<file path="src/rtl/trp_pkg.sv">
// ---------------------------------------------------------------------------
// trp_pkg: shared types and constants of the tape image record parser
// register indexes, result kinds, load status codes, parse phases
// ---------------------------------------------------------------------------
package trp_pkg;

  localparam int unsigned DEF_MAX_RECORDS = 4096;

  localparam int unsigned REC_W  = 13;
  localparam int unsigned WORD_W = 32;
  localparam int unsigned CIDX_W = 3;

  // configuration register indexes
  localparam logic [CIDX_W-1:0] CFG_EOM_MARK  = 3'd0;
  localparam logic [CIDX_W-1:0] CFG_GAP_MARK  = 3'd1;
  localparam logic [CIDX_W-1:0] CFG_TAPE_MARK = 3'd2;
  localparam logic [CIDX_W-1:0] CFG_LEN_MASK  = 3'd3;
  localparam logic [CIDX_W-1:0] CFG_TABLE_CAP = 3'd4;
  localparam logic [CIDX_W-1:0] CFG_STORE_CAP = 3'd5;

  // operation codes of an input word
  localparam logic OP_BYTE = 1'b0;
  localparam logic OP_END  = 1'b1;

  typedef enum logic [1:0] {
    KIND_DATA_BYTE = 2'd0,
    KIND_RECORD    = 2'd1,
    KIND_FILEMARK  = 2'd2,
    KIND_LOAD_DONE = 2'd3
  } kind_t;

  typedef enum logic [2:0] {
    ST_OK         = 3'd0,
    ST_TRUNCATED  = 3'd1,
    ST_MISMATCH   = 3'd2,
    ST_TABLE_FULL = 3'd3,
    ST_STORE_FULL = 3'd4
  } status_t;

  typedef enum logic [2:0] {
    PH_HEADER  = 3'd0,
    PH_DATA    = 3'd1,
    PH_PAD     = 3'd2,
    PH_TRAILER = 3'd3,
    PH_DONE    = 3'd4
  } phase_t;

  typedef struct packed {
    logic [WORD_W-1:0] eom_mark;
    logic [WORD_W-1:0] gap_mark;
    logic [WORD_W-1:0] tape_mark;
    logic [WORD_W-1:0] len_mask;
    logic [REC_W-1:0]  table_cap;
    logic [WORD_W-1:0] store_cap;
  } cfg_t;

  typedef struct packed {
    kind_t             kind;
    logic [7:0]        payload_byte;
    logic [REC_W-1:0]  record_number;
    logic [WORD_W-1:0] store_offset;
    logic [WORD_W-1:0] record_length;
    status_t           status;
  } res_t;

endpackage

</file>
<file path="src/rtl/trp_cfg_regs.sv">
// ---------------------------------------------------------------------------
// trp_cfg_regs: configuration register file
// six write-only registers selected by index, unknown indexes dropped
// ---------------------------------------------------------------------------
module trp_cfg_regs
  import trp_pkg::*;
(
  input  logic              clk,
  input  logic              rst_n,
  input  logic              cfg_we,
  input  logic [CIDX_W-1:0] cfg_index,
  input  logic [WORD_W-1:0] cfg_data,
  output cfg_t              cfg
);

  cfg_t cfg_r;

  always_ff @(posedge clk) begin
    if (!rst_n) begin
      cfg_r.eom_mark  <= 32'hFFFF_FFFF;
      cfg_r.gap_mark  <= 32'hFFFF_FFFE;
      cfg_r.tape_mark <= 32'h0000_0000;
      cfg_r.len_mask  <= 32'h00FF_FFFF;
      cfg_r.table_cap <= 13'd1024;
      cfg_r.store_cap <= 32'h0100_0000;
    end else if (cfg_we) begin
      case (cfg_index)
        CFG_EOM_MARK:  cfg_r.eom_mark  <= cfg_data;
        CFG_GAP_MARK:  cfg_r.gap_mark  <= cfg_data;
        CFG_TAPE_MARK: cfg_r.tape_mark <= cfg_data;
        CFG_LEN_MASK:  cfg_r.len_mask  <= cfg_data;
        CFG_TABLE_CAP: cfg_r.table_cap <= cfg_data[REC_W-1:0];
        CFG_STORE_CAP: cfg_r.store_cap <= cfg_data;
        default: ;
      endcase
    end
  end

  assign cfg = cfg_r;

endmodule

</file>
<file path="src/rtl/trp_parser.sv">
// ---------------------------------------------------------------------------
// trp_parser: record parse state and per-word decode
// one word per fire, result fields formed combinationally
// ---------------------------------------------------------------------------
module trp_parser
  import trp_pkg::*;
#(
  parameter int unsigned MAX_RECORDS = DEF_MAX_RECORDS
) (
  input  logic       clk,
  input  logic       rst_n,
  input  logic       fire,
  input  logic       op,
  input  logic [7:0] byte_in,
  input  cfg_t       cfg,
  output logic       res_valid,
  output res_t       res
);

  localparam logic [16:0] MaxRec = 17'(MAX_RECORDS);

  phase_t            phase_r, phase_nxt;
  logic [WORD_W-1:0] count_r, count_nxt;
  logic [WORD_W-1:0] header_r, header_nxt;
  logic [WORD_W-1:0] trailer_r, trailer_nxt;
  logic [WORD_W-1:0] cur_len_r, cur_len_nxt;
  logic [REC_W-1:0]  records_r, records_nxt;
  logic [WORD_W-1:0] bytes_r, bytes_nxt;
  status_t           fail_r, fail_nxt;

  logic [WORD_W-1:0] asm_word;
  logic [WORD_W-1:0] count_inc;
  logic [WORD_W-1:0] new_len;
  logic [16:0]       eff_cap;
  logic              word_done;
  logic              is_eom, is_gap, is_mark;
  logic              table_full, store_over;

  // byte lane merge, shared by header and trailer assembly
  assign asm_word = ((phase_r == PH_TRAILER) ? trailer_r : header_r)
                  | ({24'b0, byte_in} << {count_r[1:0], 3'b000});
  assign count_inc = count_r + 32'd1;
  assign word_done = (count_r[1:0] == 2'd3);
  assign is_eom    = (asm_word == cfg.eom_mark);
  assign is_gap    = (asm_word == cfg.gap_mark);
  assign is_mark   = (asm_word == cfg.tape_mark);
  assign new_len   = asm_word & cfg.len_mask;

  assign eff_cap    = ({4'b0, cfg.table_cap} > MaxRec) ? MaxRec : {4'b0, cfg.table_cap};
  assign table_full = ({4'b0, records_r} >= eff_cap);
  assign store_over = (({1'b0, bytes_r} + {1'b0, new_len}) > {1'b0, cfg.store_cap});

  // next state
  always_comb begin
    phase_nxt   = phase_r;
    count_nxt   = count_r;
    header_nxt  = header_r;
    trailer_nxt = trailer_r;
    cur_len_nxt = cur_len_r;
    records_nxt = records_r;
    bytes_nxt   = bytes_r;
    fail_nxt    = fail_r;
    if (fire) begin
      if (op == OP_END) begin
        phase_nxt   = PH_HEADER;
        count_nxt   = '0;
        header_nxt  = '0;
        trailer_nxt = '0;
        cur_len_nxt = '0;
        records_nxt = '0;
        bytes_nxt   = '0;
        fail_nxt    = ST_OK;
      end else begin
        case (phase_r)
          PH_HEADER: begin
            header_nxt = asm_word;
            count_nxt  = count_inc;
            if (word_done) begin
              if (is_eom) begin
                phase_nxt = PH_DONE;
                fail_nxt  = ST_OK;
              end else if (is_gap) begin
                header_nxt = '0;
                count_nxt  = '0;
              end else if (is_mark) begin
                if (table_full) begin
                  phase_nxt = PH_DONE;
                  fail_nxt  = ST_TABLE_FULL;
                end else begin
                  records_nxt = records_r + 13'd1;
                  header_nxt  = '0;
                  count_nxt   = '0;
                end
              end else begin
                cur_len_nxt = new_len;
                count_nxt   = '0;
                if (table_full)      fail_nxt = ST_TABLE_FULL;
                else if (store_over) fail_nxt = ST_STORE_FULL;
                else                 fail_nxt = ST_OK;
                if (new_len == '0) begin
                  trailer_nxt = '0;
                  phase_nxt   = PH_TRAILER;
                end else begin
                  phase_nxt = PH_DATA;
                end
              end
            end
          end
          PH_DATA: begin
            count_nxt = count_inc;
            if (count_inc >= cur_len_r) begin
              count_nxt   = '0;
              trailer_nxt = '0;
              phase_nxt   = cur_len_r[0] ? PH_PAD : PH_TRAILER;
            end
          end
          PH_PAD: begin
            phase_nxt   = PH_TRAILER;
            count_nxt   = '0;
            trailer_nxt = '0;
          end
          PH_TRAILER: begin
            trailer_nxt = asm_word;
            count_nxt   = count_inc;
            if (word_done) begin
              if (asm_word != header_r) begin
                phase_nxt = PH_DONE;
                fail_nxt  = ST_MISMATCH;
              end else if (fail_r != ST_OK) begin
                phase_nxt = PH_DONE;
              end else begin
                records_nxt = records_r + 13'd1;
                bytes_nxt   = bytes_r + cur_len_r;
                phase_nxt   = PH_HEADER;
                header_nxt  = '0;
                count_nxt   = '0;
              end
            end
          end
          default: ;
        endcase
      end
    end
  end

  // result of the word in hand
  always_comb begin
    res_valid         = 1'b0;
    res.kind          = KIND_DATA_BYTE;
    res.payload_byte  = '0;
    res.record_number = records_r;
    res.store_offset  = '0;
    res.record_length = '0;
    res.status        = ST_OK;
    if (fire) begin
      if (op == OP_END) begin
        res_valid        = 1'b1;
        res.kind         = KIND_LOAD_DONE;
        res.store_offset = bytes_r;
        if (phase_r == PH_DONE)        res.status = fail_r;
        else if (phase_r != PH_HEADER) res.status = ST_TRUNCATED;
        else                           res.status = ST_OK;
      end else begin
        case (phase_r)
          PH_HEADER: begin
            if (word_done && !is_eom && !is_gap && is_mark && !table_full) begin
              res_valid = 1'b1;
              res.kind  = KIND_FILEMARK;
            end
          end
          PH_DATA: begin
            if (fail_r == ST_OK) begin
              res_valid         = 1'b1;
              res.kind          = KIND_DATA_BYTE;
              res.payload_byte  = byte_in;
              res.store_offset  = bytes_r + count_r;
              res.record_length = cur_len_r;
            end
          end
          PH_TRAILER: begin
            if (word_done && asm_word == header_r && fail_r == ST_OK) begin
              res_valid         = 1'b1;
              res.kind          = KIND_RECORD;
              res.store_offset  = bytes_r;
              res.record_length = cur_len_r;
            end
          end
          default: ;
        endcase
      end
    end
  end

  always_ff @(posedge clk) begin
    if (!rst_n) begin
      phase_r   <= PH_HEADER;
      count_r   <= '0;
      header_r  <= '0;
      trailer_r <= '0;
      cur_len_r <= '0;
      records_r <= '0;
      bytes_r   <= '0;
      fail_r    <= ST_OK;
    end else begin
      phase_r   <= phase_nxt;
      count_r   <= count_nxt;
      header_r  <= header_nxt;
      trailer_r <= trailer_nxt;
      cur_len_r <= cur_len_nxt;
      records_r <= records_nxt;
      bytes_r   <= bytes_nxt;
      fail_r    <= fail_nxt;
    end
  end

  // header byte count stays inside one word
  a_hdr_count: assert property (@(posedge clk) disable iff (!rst_n)
    phase_r == PH_HEADER |-> count_r < 32'd4)
    else $error("header byte count out of range");

  // end mark returns the parser to a fresh image
  a_end_clears: assert property (@(posedge clk) disable iff (!rst_n)
    fire && op == OP_END |=> phase_r == PH_HEADER && records_r == '0 && bytes_r == '0)
    else $error("end mark did not clear parse state");

  // record count only grows within one image
  a_rec_grow: assert property (@(posedge clk) disable iff (!rst_n)
    fire && op == OP_BYTE |=> records_r >= $past(records_r))
    else $error("record count went backwards");

  // a data byte result only comes from the data phase
  a_byte_phase: assert property (@(posedge clk) disable iff (!rst_n)
    res_valid && res.kind == KIND_DATA_BYTE |-> phase_r == PH_DATA)
    else $error("data byte outside data phase");

endmodule

</file>
<file path="src/rtl/tape_image_record_parser.sv">
// ---------------------------------------------------------------------------
// tape_image_record_parser: tape image record parser, top level
// splits a byte stream of a tape image into data bytes, records and filemarks
// ---------------------------------------------------------------------------
//  channel   direction  ports                                    handshake
//  in        sink       in_operation, in_image_byte              in_valid / in_stall
//  out       source     out_item_kind .. out_load_status         out_valid / out_stall
//  cfg       sink       cfg_index, cfg_data                      cfg_we, no wait
//
//  one word per clock sustained while out_stall is low; a word's result passes from
//  the input register through the parse step into the result register and is
//  taken at an edge with out_stall low
//  the throughput limit is the parse step on the state registers
//  synchronous active-low reset clears parse state and restores register defaults
//  out_stall holds the result register; the input register still takes one word
//  while the result waits, then in_stall rises
// ---------------------------------------------------------------------------
module tape_image_record_parser
  import trp_pkg::*;
#(
  parameter int unsigned MAX_RECORDS = DEF_MAX_RECORDS
) (
  input  logic              clk,
  input  logic              rst_n,
  // input words
  input  logic              in_valid,
  output logic              in_stall,
  input  logic              in_operation,
  input  logic [7:0]        in_image_byte,
  // result words
  output logic              out_valid,
  input  logic              out_stall,
  output logic [1:0]        out_item_kind,
  output logic [7:0]        out_payload_byte,
  output logic [REC_W-1:0]  out_record_number,
  output logic [WORD_W-1:0] out_store_offset,
  output logic [WORD_W-1:0] out_record_length,
  output logic [2:0]        out_load_status,
  // configuration writes
  input  logic              cfg_we,
  input  logic [CIDX_W-1:0] cfg_index,
  input  logic [WORD_W-1:0] cfg_data
);

  cfg_t       cfg;
  res_t       res;
  logic       res_valid;

  // input register
  logic       in_valid_r;
  logic       in_op_r;
  logic [7:0] in_byte_r;

  // result register
  logic       out_valid_r;
  res_t       out_r;

  // the held word is parsed when the result register is free or draining
  logic       fire;
  logic       in_take;

  assign fire     = in_valid_r && (!out_valid_r || !out_stall);
  assign in_stall = in_valid_r && !fire;
  assign in_take  = in_valid && !in_stall;

  trp_cfg_regs u_cfg (
    .clk       (clk),
    .rst_n     (rst_n),
    .cfg_we    (cfg_we),
    .cfg_index (cfg_index),
    .cfg_data  (cfg_data),
    .cfg       (cfg)
  );

  trp_parser #(
    .MAX_RECORDS (MAX_RECORDS)
  ) u_parser (
    .clk       (clk),
    .rst_n     (rst_n),
    .fire      (fire),
    .op        (in_op_r),
    .byte_in   (in_byte_r),
    .cfg       (cfg),
    .res_valid (res_valid),
    .res       (res)
  );

  // input word register: refills in the same cycle it is consumed
  always_ff @(posedge clk) begin
    if (!rst_n) begin
      in_valid_r <= 1'b0;
    end else if (in_take) begin
      in_valid_r <= 1'b1;
    end else if (fire) begin
      in_valid_r <= 1'b0;
    end
  end

  always_ff @(posedge clk) begin
    if (in_take) begin
      in_op_r   <= in_operation;
      in_byte_r <= in_image_byte;
    end
  end

  // result register: a fire only happens when it is empty or being taken
  always_ff @(posedge clk) begin
    if (!rst_n) begin
      out_valid_r <= 1'b0;
    end else if (fire) begin
      out_valid_r <= res_valid;
    end else if (!out_stall) begin
      out_valid_r <= 1'b0;
    end
  end

  always_ff @(posedge clk) begin
    if (fire && res_valid) begin
      out_r <= res;
    end
  end

  assign out_valid         = out_valid_r;
  assign out_item_kind     = out_r.kind;
  assign out_payload_byte  = out_r.payload_byte;
  assign out_record_number = out_r.record_number;
  assign out_store_offset  = out_r.store_offset;
  assign out_record_length = out_r.record_length;
  assign out_load_status   = out_r.status;

  // a result waiting on a stall is never overwritten by a parse step
  a_no_clobber: assert property (@(posedge clk) disable iff (!rst_n)
    out_valid_r && out_stall |-> !fire)
    else $error("parse step while result register is held");

  // a parsed word frees the input register unless a new word is taken
  a_drain: assert property (@(posedge clk) disable iff (!rst_n)
    fire && !in_take |=> !in_valid_r)
    else $error("input register not drained");

  // a produced result is visible on the next cycle
  a_res_lands: assert property (@(posedge clk) disable iff (!rst_n)
    fire && res_valid |=> out_valid_r)
    else $error("result lost");

endmodule
</file>
<file path="config.mk">
export PLATFORM = sky130hd
export DESIGN_NAME = tape_image_record_parser
export DESIGN_NICKNAME = d
export VERILOG_FILES = /design/src/rtl/trp_pkg.sv /design/src/rtl/trp_cfg_regs.sv /design/src/rtl/trp_parser.sv /design/src/rtl/tape_image_record_parser.sv
export SDC_FILE = /design/constraint.sdc
export NUM_CORES = 1
export LEC_CHECK = 0
export ABC_CLOCK_PERIOD_IN_PS = 15410
export BUFFER_PORTS_ARGS = -buffer_cell sky130_fd_sc_hd__buf_2
export CAP_MARGIN = 5
export CORE_MARGIN = 2
export CORE_UTILIZATION = 40
export DETAILED_ROUTE_END_ITERATION = 8
export PLACE_DENSITY_LB_ADDON = 0.1
export SETUP_SLACK_MARGIN = 0.4
export SYNTH_ARGS = -nofsm -noshare
export SYNTH_HDL_FRONTEND = slang
export SYNTH_SLANG_ARGS = --single-unit
</file>
<file path="constraint.sdc">
create_clock -name clk -period 15.41 [get_ports clk]
set_input_delay 0.7705 -clock clk [delete_from_list [all_inputs] [get_ports clk]]
set_output_delay 0.7705 -clock clk [all_outputs]
set_load 0.01 [all_outputs]
</file>
Word-level counts from Yosys, hierarchy flattened --
Cells that the tools add are included. W data, S select, Z words.
Storage, ports and cells: register bits 453, input bits 49, output and inout bits 92
Operators by class: add/sub/neg operators 5, order comparisons 4, equal/unequal tests 35, shift operators 1, mux-type cells 96, bitwise operators 5, reductions and logical operators 47
Operator list (number):
- $mux W32 | 39
- $pmux W32 S4 | 2
- $mux W13 | 10
- $eq A32 B32 Y1 | 4
- $mux W64 | 2
- $pmux W64 S2 | 1
- $add A32 B32 Y32 | 2
- $pmux W32 S2 | 1
- $mux W3 | 21
- $add A32 B32 Y33 | 1
- $gt A33 B32 Y1 | 1
- $add A32 B1 Y32 const B | 1
- $and A32 B32 Y32 | 1
- $ge A32 B32 Y1 | 1
- $logic_not A32 Y1 | 1
- $ne A32 B32 Y1 | 1
- $or A32 B32 Y32 | 1
- $shl A8 B5 Y32 | 1
- $pmux W13 S2 | 1
- $ne A3 B3 Y1 const B | 7
- $ge A13 B17 Y1 | 1
- $reduce_and A2 Y1 | 8
- $ne A3 B2 Y1 const B | 5
- $reduce_and A7 Y1 | 2
- other kinds (30) | 78

Depth between registers and ports, before layout --
Gate-level depths: netlist of the first run.
word-level depth 14, mapped depth 30, mapped depth without buffers 28

By module --
A second synthesis of the first run with hierarchy kept.
Unflattened totals: cell total of the unflattened synthesis 3167, area total of the unflattened synthesis 27786.6 um2
By module, submodules not included:
- trp_parser | times used 1, cells each 2419, area an instance 18042.3 um2, sequential area each 3583.4 um2
- trp_cfg_regs | times used 1, cells each 639, area an instance 6680.2 um2, sequential area each 3463.3 um2
- tape_image_record_parser | times used 1, cells each 109, area an instance 3064.2 um2, sequential area each 3012.9 um2

Least setup slack after synthesis of the first run --
No wires, ideal clock.
path kind flip-flop to flip-flop, start point reg u_parser.count_r[0], end point reg u_parser.fail_r[2], setup time 126 ps, arrival time 5648 ps, data required time 15284 ps, path slack 9636 ps, cell stages (with the launch flop) 30, buffers on the path 2, clock period less this slack 5774 ps, cells stage by stage dfxtp_1 -> nor2_1 -> buf_4 -> buf_6 -> a221oi_2 -> nand2b_1 -> inv_1 -> ha_1 -> fa_1 -> nor2_1 -> o31ai_1 -> maj3_2 -> a21o_1 -> maj3_2 -> maj3_1 -> a21oi_1 -> o21bai_1 -> a21o_1 -> xnor2_1 -> ha_1 -> nand2_1 -> nor4_1 -> a211o_1 -> a21o_1 -> a21oi_1 -> o21ai_0 -> a221oi_1 -> a22o_1 -> o31a_1 -> o31ai_1
Between the ends: longest elaborated chain between the ends 13, elaborated cells between the ends (all ways) 24, those cells by class add/sub (1); order compare (1); eq/ne (10); shift (1); mux (8); bitwise (2); reduce/logical (1)
Ends and longest elaborated chain:
- start, declared | line trp_parser.sv:23 | logic [WORD_W-1:0] count_r, count_nxt;
- start signal, assigned | line trp_parser.sv:206 | count_r <= count_nxt;
- $shl A8 B5 Y32 | line trp_parser.sv:41 | | ({24'b0, byte_in} << {count_r[1:0], 3'b000});
- $or A32 B32 Y32 | line trp_parser.sv:41
- $and A32 B32 Y32 | line trp_parser.sv:47 | assign new_len = asm_word & cfg.len_mask;
- $add A32 B32 Y33 | line trp_parser.sv:51 | assign store_over = (({1'b0, bytes_r} + {1'b0, new_len}) > {1'b0, cfg.store_cap});
- $gt A33 B32 Y1 | line trp_parser.sv:51
- $mux W3 | line trp_parser.sv:98 | else if (store_over) fail_nxt = ST_STORE_FULL;
- $mux W3 | line trp_parser.sv:97 | if (table_full) fail_nxt = ST_TABLE_FULL;
- $mux W3 | line trp_parser.sv:85 | end else if (is_mark) begin
- $mux W3 | line trp_parser.sv:82 | end else if (is_gap) begin
- $mux W3 | line trp_parser.sv:79 | if (is_eom) begin
- $mux W3 | line trp_parser.sv:78 | if (word_done) begin
- $pmux W3 S2 | line trp_parser.sv:74 | case (phase_r)
- $mux W3 | line trp_parser.sv:64 | if (op == OP_END) begin
- end signal, assigned | line trp_parser.sv:212 | fail_r <= fail_nxt;
- end, declared | line trp_parser.sv:29 | status_t fail_r, fail_nxt;
Parallel ways exist; a longest one is shown, timed or not. The select of a mux whose other input is x is not followed. A chain may end at the register's enable or synchronous reset.

Worst setup path in the final report of the first run --
start point reg u_parser.phase_r[1], end point reg u_parser.fail_r[2]
Between the ends: longest elaborated chain between the ends 14, elaborated cells between the ends (all ways) 26, those cells by class add/sub (1); order compare (1); eq/ne (10); mux (9); bitwise (2); reduce/logical (3)
Ends and longest elaborated chain:
- start, declared | line trp_parser.sv:22 | phase_t phase_r, phase_nxt;
- start signal, assigned | line trp_parser.sv:205 | phase_r <= phase_nxt;
- $eq A3 B2 Y1 | line trp_parser.sv:40, trp_parser.sv:74
- $mux W32 | line trp_parser.sv:40 | assign asm_word = ((phase_r == PH_TRAILER) ? trailer_r : header_r)
- $or A32 B32 Y32 | line trp_parser.sv:41
- $and A32 B32 Y32 | line trp_parser.sv:47
- $add A32 B32 Y33 | line trp_parser.sv:51
- $gt A33 B32 Y1 | line trp_parser.sv:51
- $mux W3 | line trp_parser.sv:98
- $mux W3 | line trp_parser.sv:97
- $mux W3 | line trp_parser.sv:85
- $mux W3 | line trp_parser.sv:82
- $mux W3 | line trp_parser.sv:79
- $mux W3 | line trp_parser.sv:78
- $pmux W3 S2 | line trp_parser.sv:74
- $mux W3 | line trp_parser.sv:64
Parallel ways exist; a longest one is shown, timed or not. The select of a mux whose other input is x is not followed.

==> results of run 1 <==
[sequential cells by signal, indices dropped and copies added (netlist names), 13 cells and up]
name and count:
u_cfg.cfg 173, out_record_length 32, out_store_offset 32, u_parser.bytes_r 32, u_parser.count_r 32, u_parser.cur_len_r 32
u_parser.header_r 32, u_parser.trailer_r 32, out_record_number 13, u_parser.records_r 13
[Yosys cell counts (5+ instances only)]
library cell  number  area (um^2)
a21o_1            73          548
o21a_1            17          128
o211ai_1          21          158
inv_1            149          559
nand2b_1          95          594
nor3_1            29          145
nor4_1            35          219
nand2_1          524         1970
a31oi_1           22          138
mux2i_1           21          210
xnor2_1          176         1540
o21ai_0           89          445
o21bai_1          14          105
nor4_2             7         87.6
or2_2              8         50.1
a311oi_1           6         52.6
o211a_1            6         60.1
edfxtp_1          99         2970
nor2b_1           26          163
clkbuf_1         132          495
and3_1            45          282
a21oi_1          301         1510
a211oi_1          22          165
a22o_1            11         96.3
or3_1              8         50.1
ha_1             167         2090
a221oi_2          27          405
o31ai_1           11         82.6
o21ai_1            5         25.0
o22ai_1           19          119
dfxtp_1          354         7090
buf_6              8         90.1
buf_4             13         97.6
buf_1              6         22.5
nand3_1          126          631
and2_1            42          263
and4b_1           32          320
a221oi_1           6         52.6
xor2_1            45          394
nand4_1           67          419
buf_2             13         65.1
a22oi_1           22          165
nor2_1           219          822
[logic make-up after synthesis]
logic type,count (synthesis),share of synthesized area (%)
compound gates,730,18.1
simple gates,1294,23.4
flops,453,37.3
mux,23,0.864
buf+inv,323,4.97
fa+ha+maj,175,8.17
xor+xnor,221,7.18
[report_power, final]
group | total [W] | internal (W) | switching (W)
Combinational | 0.000237 | 0.0000766 | 0.000160
Sequential | 0.00125 | 0.00123 | 0.0000179
Clock | 0.00129 | 0.000763 | 0.000522
Total | 0.00277 | 0.00207 | 0.000700
[metrics by stage]
step / hold WS (ns) / setup WS (ns) / cell area, um^2 / total power (W)
floorplan: 0.432 / 9.64 / 26900 / 0.00142
global placement: 0.442 / 8.42 / 28400 / 0.00151
detailed placement: 0.447 / 8.33 / 28400 / 0.00151
CTS: 0.283 / 8.30 / 30200 / 0.00280
global route: 0.305 / 7.88 / 30200 / 0.00287
finish: 0.322 / 8.32 / 30200 / 0.00277
[worst paths after layout]
| kind | startpoint | end | slack [ns] | depth (start not counted) |
|---|---|---|---|---|
| worst max-delay path | u_parser.phase_r[1] | u_parser.fail_r[2] | 8.32 | 29 |
| worst max register to register | u_parser.phase_r[1] | u_parser.fail_r[2] | 8.32 | 29 |
| worst min register to register | u_cfg.cfg[21] | u_cfg.cfg[21] | 0.45 | 2 |
| worst min-delay path | in_image_byte[1] | in_byte_r[1] | 0.32 | 1 |
[cell usage in the layout (no fill, tap or decap), types with 14 or more instances in the layout]
| master | netlist | layout |
|---|---|---|
| nor4_1 | 35 | 35 |
| xnor2_1 | 176 | 176 |
| and3_1 | 45 | 45 |
| o211ai_1 | 21 | 21 |
| nand2b_1 | 95 | 95 |
| edfxtp_1 | 99 | 99 |
| inv_1 | 149 | 147 |
| a21o_1 | 73 | 73 |
| a21oi_1 | 301 | 301 |
| dfxtp_1 | 354 | 354 |
| a31oi_1 | 22 | 22 |
| o21bai_1 | 14 | 14 |
| nand3_1 | 126 | 125 |
| a211oi_1 | 22 | 22 |
| nor3_1 | 29 | 27 |
| a22oi_1 | 22 | 22 |
| nor2b_1 | 26 | 24 |
| and2_1 | 42 | 42 |
| o21a_1 | 17 | 17 |
| buf_4 | 13 | 54 |
| and4b_1 | 32 | 32 |
| clkbuf_16 | 0 | 52 |
| nand2_1 | 524 | 524 |
| a221oi_2 | 27 | 27 |
| o22ai_1 | 19 | 19 |
| nor2_1 | 219 | 215 |
| xor2_1 | 45 | 45 |
| nand4_1 | 67 | 67 |
| mux2i_1 | 21 | 21 |
| o21ai_0 | 89 | 88 |
| ha_1 | 167 | 167 |
| buf_2 | 13 | 139 |
[cell type report]
class / instances / area (um^2) / share of cell area [%]
Multi-Input combinational cell: 2443 / 15600 / 51.7
Sequential cell: 453 / 10100 / 33.3
Clock buffer: 74 / 1500 / 4.98
Timing Repair Buffer: 193 / 1100 / 3.64
Tap cell: 873 / 1090 / 3.61
Inverter: 150 / 571 / 1.89
Clock inverter: 22 / 270 / 0.894
Antenna cell: 1 / 2.50 / 0.00828
[per-layer routing]
layer	track usage (%)	part of all wire [%]	wire length, um	vias to the layer above
li1	-	-	-	11500
met1	34.3	45	40800	11400
met2	43.5	47	42900	617
met3	2.55	4.6	4170	126
met4	8.90	3.4	3050	0
met5	0	0	0	-
==> metrics.yaml, run 1 <==
setup_viol: 0
routabilityCongestion: 0.913
tightest_slew_ns: 1.21
critical_path_class: "reg -> reg"
critPathMaxStageDelay_ns: 0.73
dpl.hpwl_um: 66800
cpMaxStageDelayCell: "a221oi_2"
cts_max_path_buffers: 3
crit_path_end_kind: "flip-flop"
cts_root_buf: "clkbuf_16"
clkTransAtPathRegs_ns: 0.06
clock_sinks: 453
yosys_register_bits: 453
min_period_over_period_pct: 46.0
slew_headroom_pct: 19.4
syn_to_final_growth_pct: 12.2
outcome: "complete, no violations"
die_y_um: 264
fill_cells: 6610
synth-seq-area-share_pct: 37.3
grt_pass1_vias: 23100
ctsHoldBuffers: 0
port_buffers: 140
fmax_mhz: 141
worst_path_most_repeated_cell: "a21o_1"
drt_iter0_markers: 1820
synth_edf_count: 99
die_area_um2: 69500
cellPowerDensity_nw_per_um2: 91.7
maxCapViolCount: 0
antenna_found_initial: 0
drive_gt1_share_pct: 11.0
final-hold-violation-count: 0
routed_wl_um: 91000
drt_pass1_iterations: 7
grt_max_degree: 103
core_area_um2: 66900
finalSetupTns_ns: 0
clk_latency_ns: 0.62
p_leak_nw: 12.4
worstPathMaxFanout: 41
detail_route.wl_per_cell_um: 21.6
syn_area_per_cell_um2: 8.37
syn_area_um2: 26900
io-pin-count: 141
cts_buffers: 52
ir_drop_v: 0.0000681
final_cells: 4209
track_usage_pct: 25.8
placed_cells: 4112
skew_ns: 0.0265
crit_family: "compound AO/OA/AOI/OAI gates"
rsz0062_at_grt: "false"
nets: 3512
dr_total_vias: 23600
post_cts_buffers: 0
h-tree-depth: 2
final_antenna_net_count: 0
period_minus_slack_ns: 7.09
avgViaCountPerCell: 5.60
yosysUniqueCellTypes: 92
ys.flop_type: "dfxtp_1"
overflow: 0
rows: 95
cts_resized: 0
min_path_type: "in -> reg"
grt_pass1_wl_um: 139000
cts_tree: "yes"
slew_violations: 0
crit_path_start_kind: "flip-flop"
yosys_warnings: 0
synthCells: 3219
die_width_um: 264
arrival_ns: 7.56
drc: 0
syn_nets: 3438
fin_util_pct: 45.2
initial_core_util_pct: 40.3
required_ns: 15.89
ys_async_sr_fraction_pct: 0
crit_buf_inv: 3
Note: power is estimated with default switching activity, not from simulation.
==> run 2, diff against run 1 <==
- ABC_CLOCK_PERIOD_IN_PS: 15410 -> 6000
- clock period: 15.41 -> 6 ns (I/O delays scaled with it)
==> run 2 against run 1 <==
Sequential power rose to 2.6 times the previous value. Hold slack worse by 0.29 ns. Register-to-register slack worse by 8.0 ns. Final cell count up 2.8%. Global-route usage up 0.60 points. Wire length up 2.3%. Clock-buffer cell count up 3. Non-clock buffer count up 113. Largest power group unchanged.
==> metrics.yaml, run 2 (synthesis results as in run 1) <==
maxCapViolCount: 0
dr_total_vias: 24200
nets: 3627
clockPowerShare_pct: 46.8
multi_input_area_um2: 15700
grt_pass1_vias: 23800
h-tree-depth: 2
die_area_um2: 69500
grt_max_degree: 89
skew_ns: 0.0349
die_width_um: 264
slew_violations: 0
track_usage_pct: 26.4
arrival_ns: 6.14
p_leak_nw: 13.0
initial_core_util_pct: 40.3
final-hold-violation-count: 0
mostFrequentLayoutCells: "nand2_1, dfxtp_1, a21oi_1, nor2_1, xnor2_1"
outcome: "complete, no violations"
power_switching_share_pct: 26.0
seqCellArea_um2: 10100
timing.hold.ws_ns: 0.0361
crit_path_end_kind: "flip-flop"
antenna_found_initial: 2
cts_tree: "yes"
core_area_um2: 66900
rsz0062_at_grt: "true"
rows: 95
setup_viol: 0
routed_wl_um: 93100
min_period_over_period_pct: 94.0
placed_area_um2: 28900
cts_root_buf: "clkbuf_16"
period_minus_slack_ns: 5.64
diodes: 0
p_int_w: 0.00540
drt_pass1_iterations: 5
grtUsageMet2_pct: 45.0
slew_headroom_pct: 29.0
gr-max-usage-layer: "met2"
power_switching_w: 0.00189
clkTransAtPathRegs_ns: 0.07
worstPathMaxFanout: 4
drive_gt1_share_pct: 13.6
die_y_um: 264
min_path_type: "in -> reg"
clock_sinks: 453
overflow: 0
tightest_slew_ns: 1.06
port_buffers: 140
required_ns: 6.50
p_seq_share_pct: 44.0
r2r_start: "u_parser.phase_r[2]"
critical_path_class: "reg -> reg"
dp_slack_ns: -0.0293
drt_iter0_markers: 1883
cellPowerDensity_nw_per_um2: 233
clk_latency_ns: 0.64
final_antenna_net_count: 0
grt_use_met1_pct: 34.8
combPwrFrac_pct: 9.3
ir_drop_v: 0.000193
routabilityCongestion: 0.937
fill_cells: 6611
drc: 0
detail_route.wl_per_cell_um: 21.5
avgViaCountPerCell: 5.60
grt_pass1_wl_um: 143000
layout_commonest_cell: "nand2_1"
cts_max_path_buffers: 3
cts_buffers: 54
fin_ws_ns: 0.362
largest_reg_flops: 173
final_area_um2: 31400
io-pin-count: 141
syn_to_final_growth_pct: 16.4
startpoint: "u_parser.phase_r[2]"
grt_util_met3_pct: 2.78
crit_path_start_kind: "flip-flop"
fmax_mhz: 177
dpl.hpwl_um: 69200
worstHoldStart: "rst_n"
run 2: changes by cell type in the layout (fill, tap and decap cells not counted), sizes merged:
cell         change
buf             +76
clkbuf           +3
clkinv           -4
clkinvlp         +3
diode            -1
dlygate4sd3     +37
inv              +3
run 2: through the flow:
stage / total power, W / instances / setup TNS (ns) / util (%)
after floorplan: 0.00364 / 3219 / 0 / -
after global placement: 0.00391 / 4174 / 0 / 43.2
after detailed placement: 0.00392 / 4174 / -0.0293 / 43.2
after CTS: 0.00736 / 4319 / 0 / 46.7
after global routing: 0.00754 / 4326 / 0 / 46.9
final: 0.00730 / 4326 / 0 / 46.9
run 2: critical path: stages (launching register included):
cell      delay [ns]
dfxtp_4         0.35
nand3b_1        0.17
buf_4           0.16
a221oi_4        0.36
nand2b_4        0.22
inv_4           0.04
ha_4            0.15
fa_2            0.36
nand2_1         0.10
o31ai_2         0.08
maj3_2          0.34
a21o_1          0.17
maj3_2          0.32
maj3_2          0.32
a21oi_2         0.15
o21bai_1        0.08
a21o_1          0.18
xnor2_2         0.14
ha_1            0.32
buf_4           0.14
a211o_1         0.25
a21o_1          0.17
a21oi_2         0.15
o21ai_2         0.08
a221oi_2        0.30
a22o_1          0.19
o31a_1          0.15
o31ai_1         0.06
run 2: path summary, 6_finish.rpt:
| kind | end | slack [ns] | depth (start not counted) |
|---|---|---|---|
| max | u_parser.fail_r[2] | 0.36 | 27 |
| min | u_cfg.cfg[61] | 0.04 | 2 |
| max reg2reg | u_parser.fail_r[2] | 0.36 | 27 |
| min reg2reg | u_cfg.cfg[30] | 0.46 | 2 |
run 2: routing by layer:
metal | vias up | share of wire, %
li1 | 11700 | -
met4 | 2 | 3.0
met5 | - | 0.014
met2 | 656 | 47
met3 | 131 | 4.4
met1 | 11700 | 45
run 2: area by class of cell:
type                       count  area share [%]
tap                          873            3.48
multi-input combinational   2443            50.2
inverter                     150            1.83
timing repair buffer         306            6.56
sequential                   453            32.1
clock buffer                  77            4.87
clock inverter                24           0.970
run 2: power by group through the flow:
stage | Clock, W | Combinational (W) | Sequential (W)
2_1_floorplan | 0 | 0.000379 | 0.00326
3_3_place_gp | 0 | 0.000637 | 0.00327
3_5_place_dp | 0 | 0.000641 | 0.00328
4_1_cts | 0.00348 | 0.000670 | 0.00321
5_1_grt | 0.00360 | 0.000729 | 0.00322
6_report | 0.00341 | 0.000675 | 0.00321
run 2: repair_timing:
item                                   in CTS  in global routing
setup endpoints to repair                   1                  1
setup buffers                               7                  7
hold buffers                               37                  0
pin swaps                                  22                 19
gates resized for setup                    19                 13
endpoints found under the hold margin     125                  0
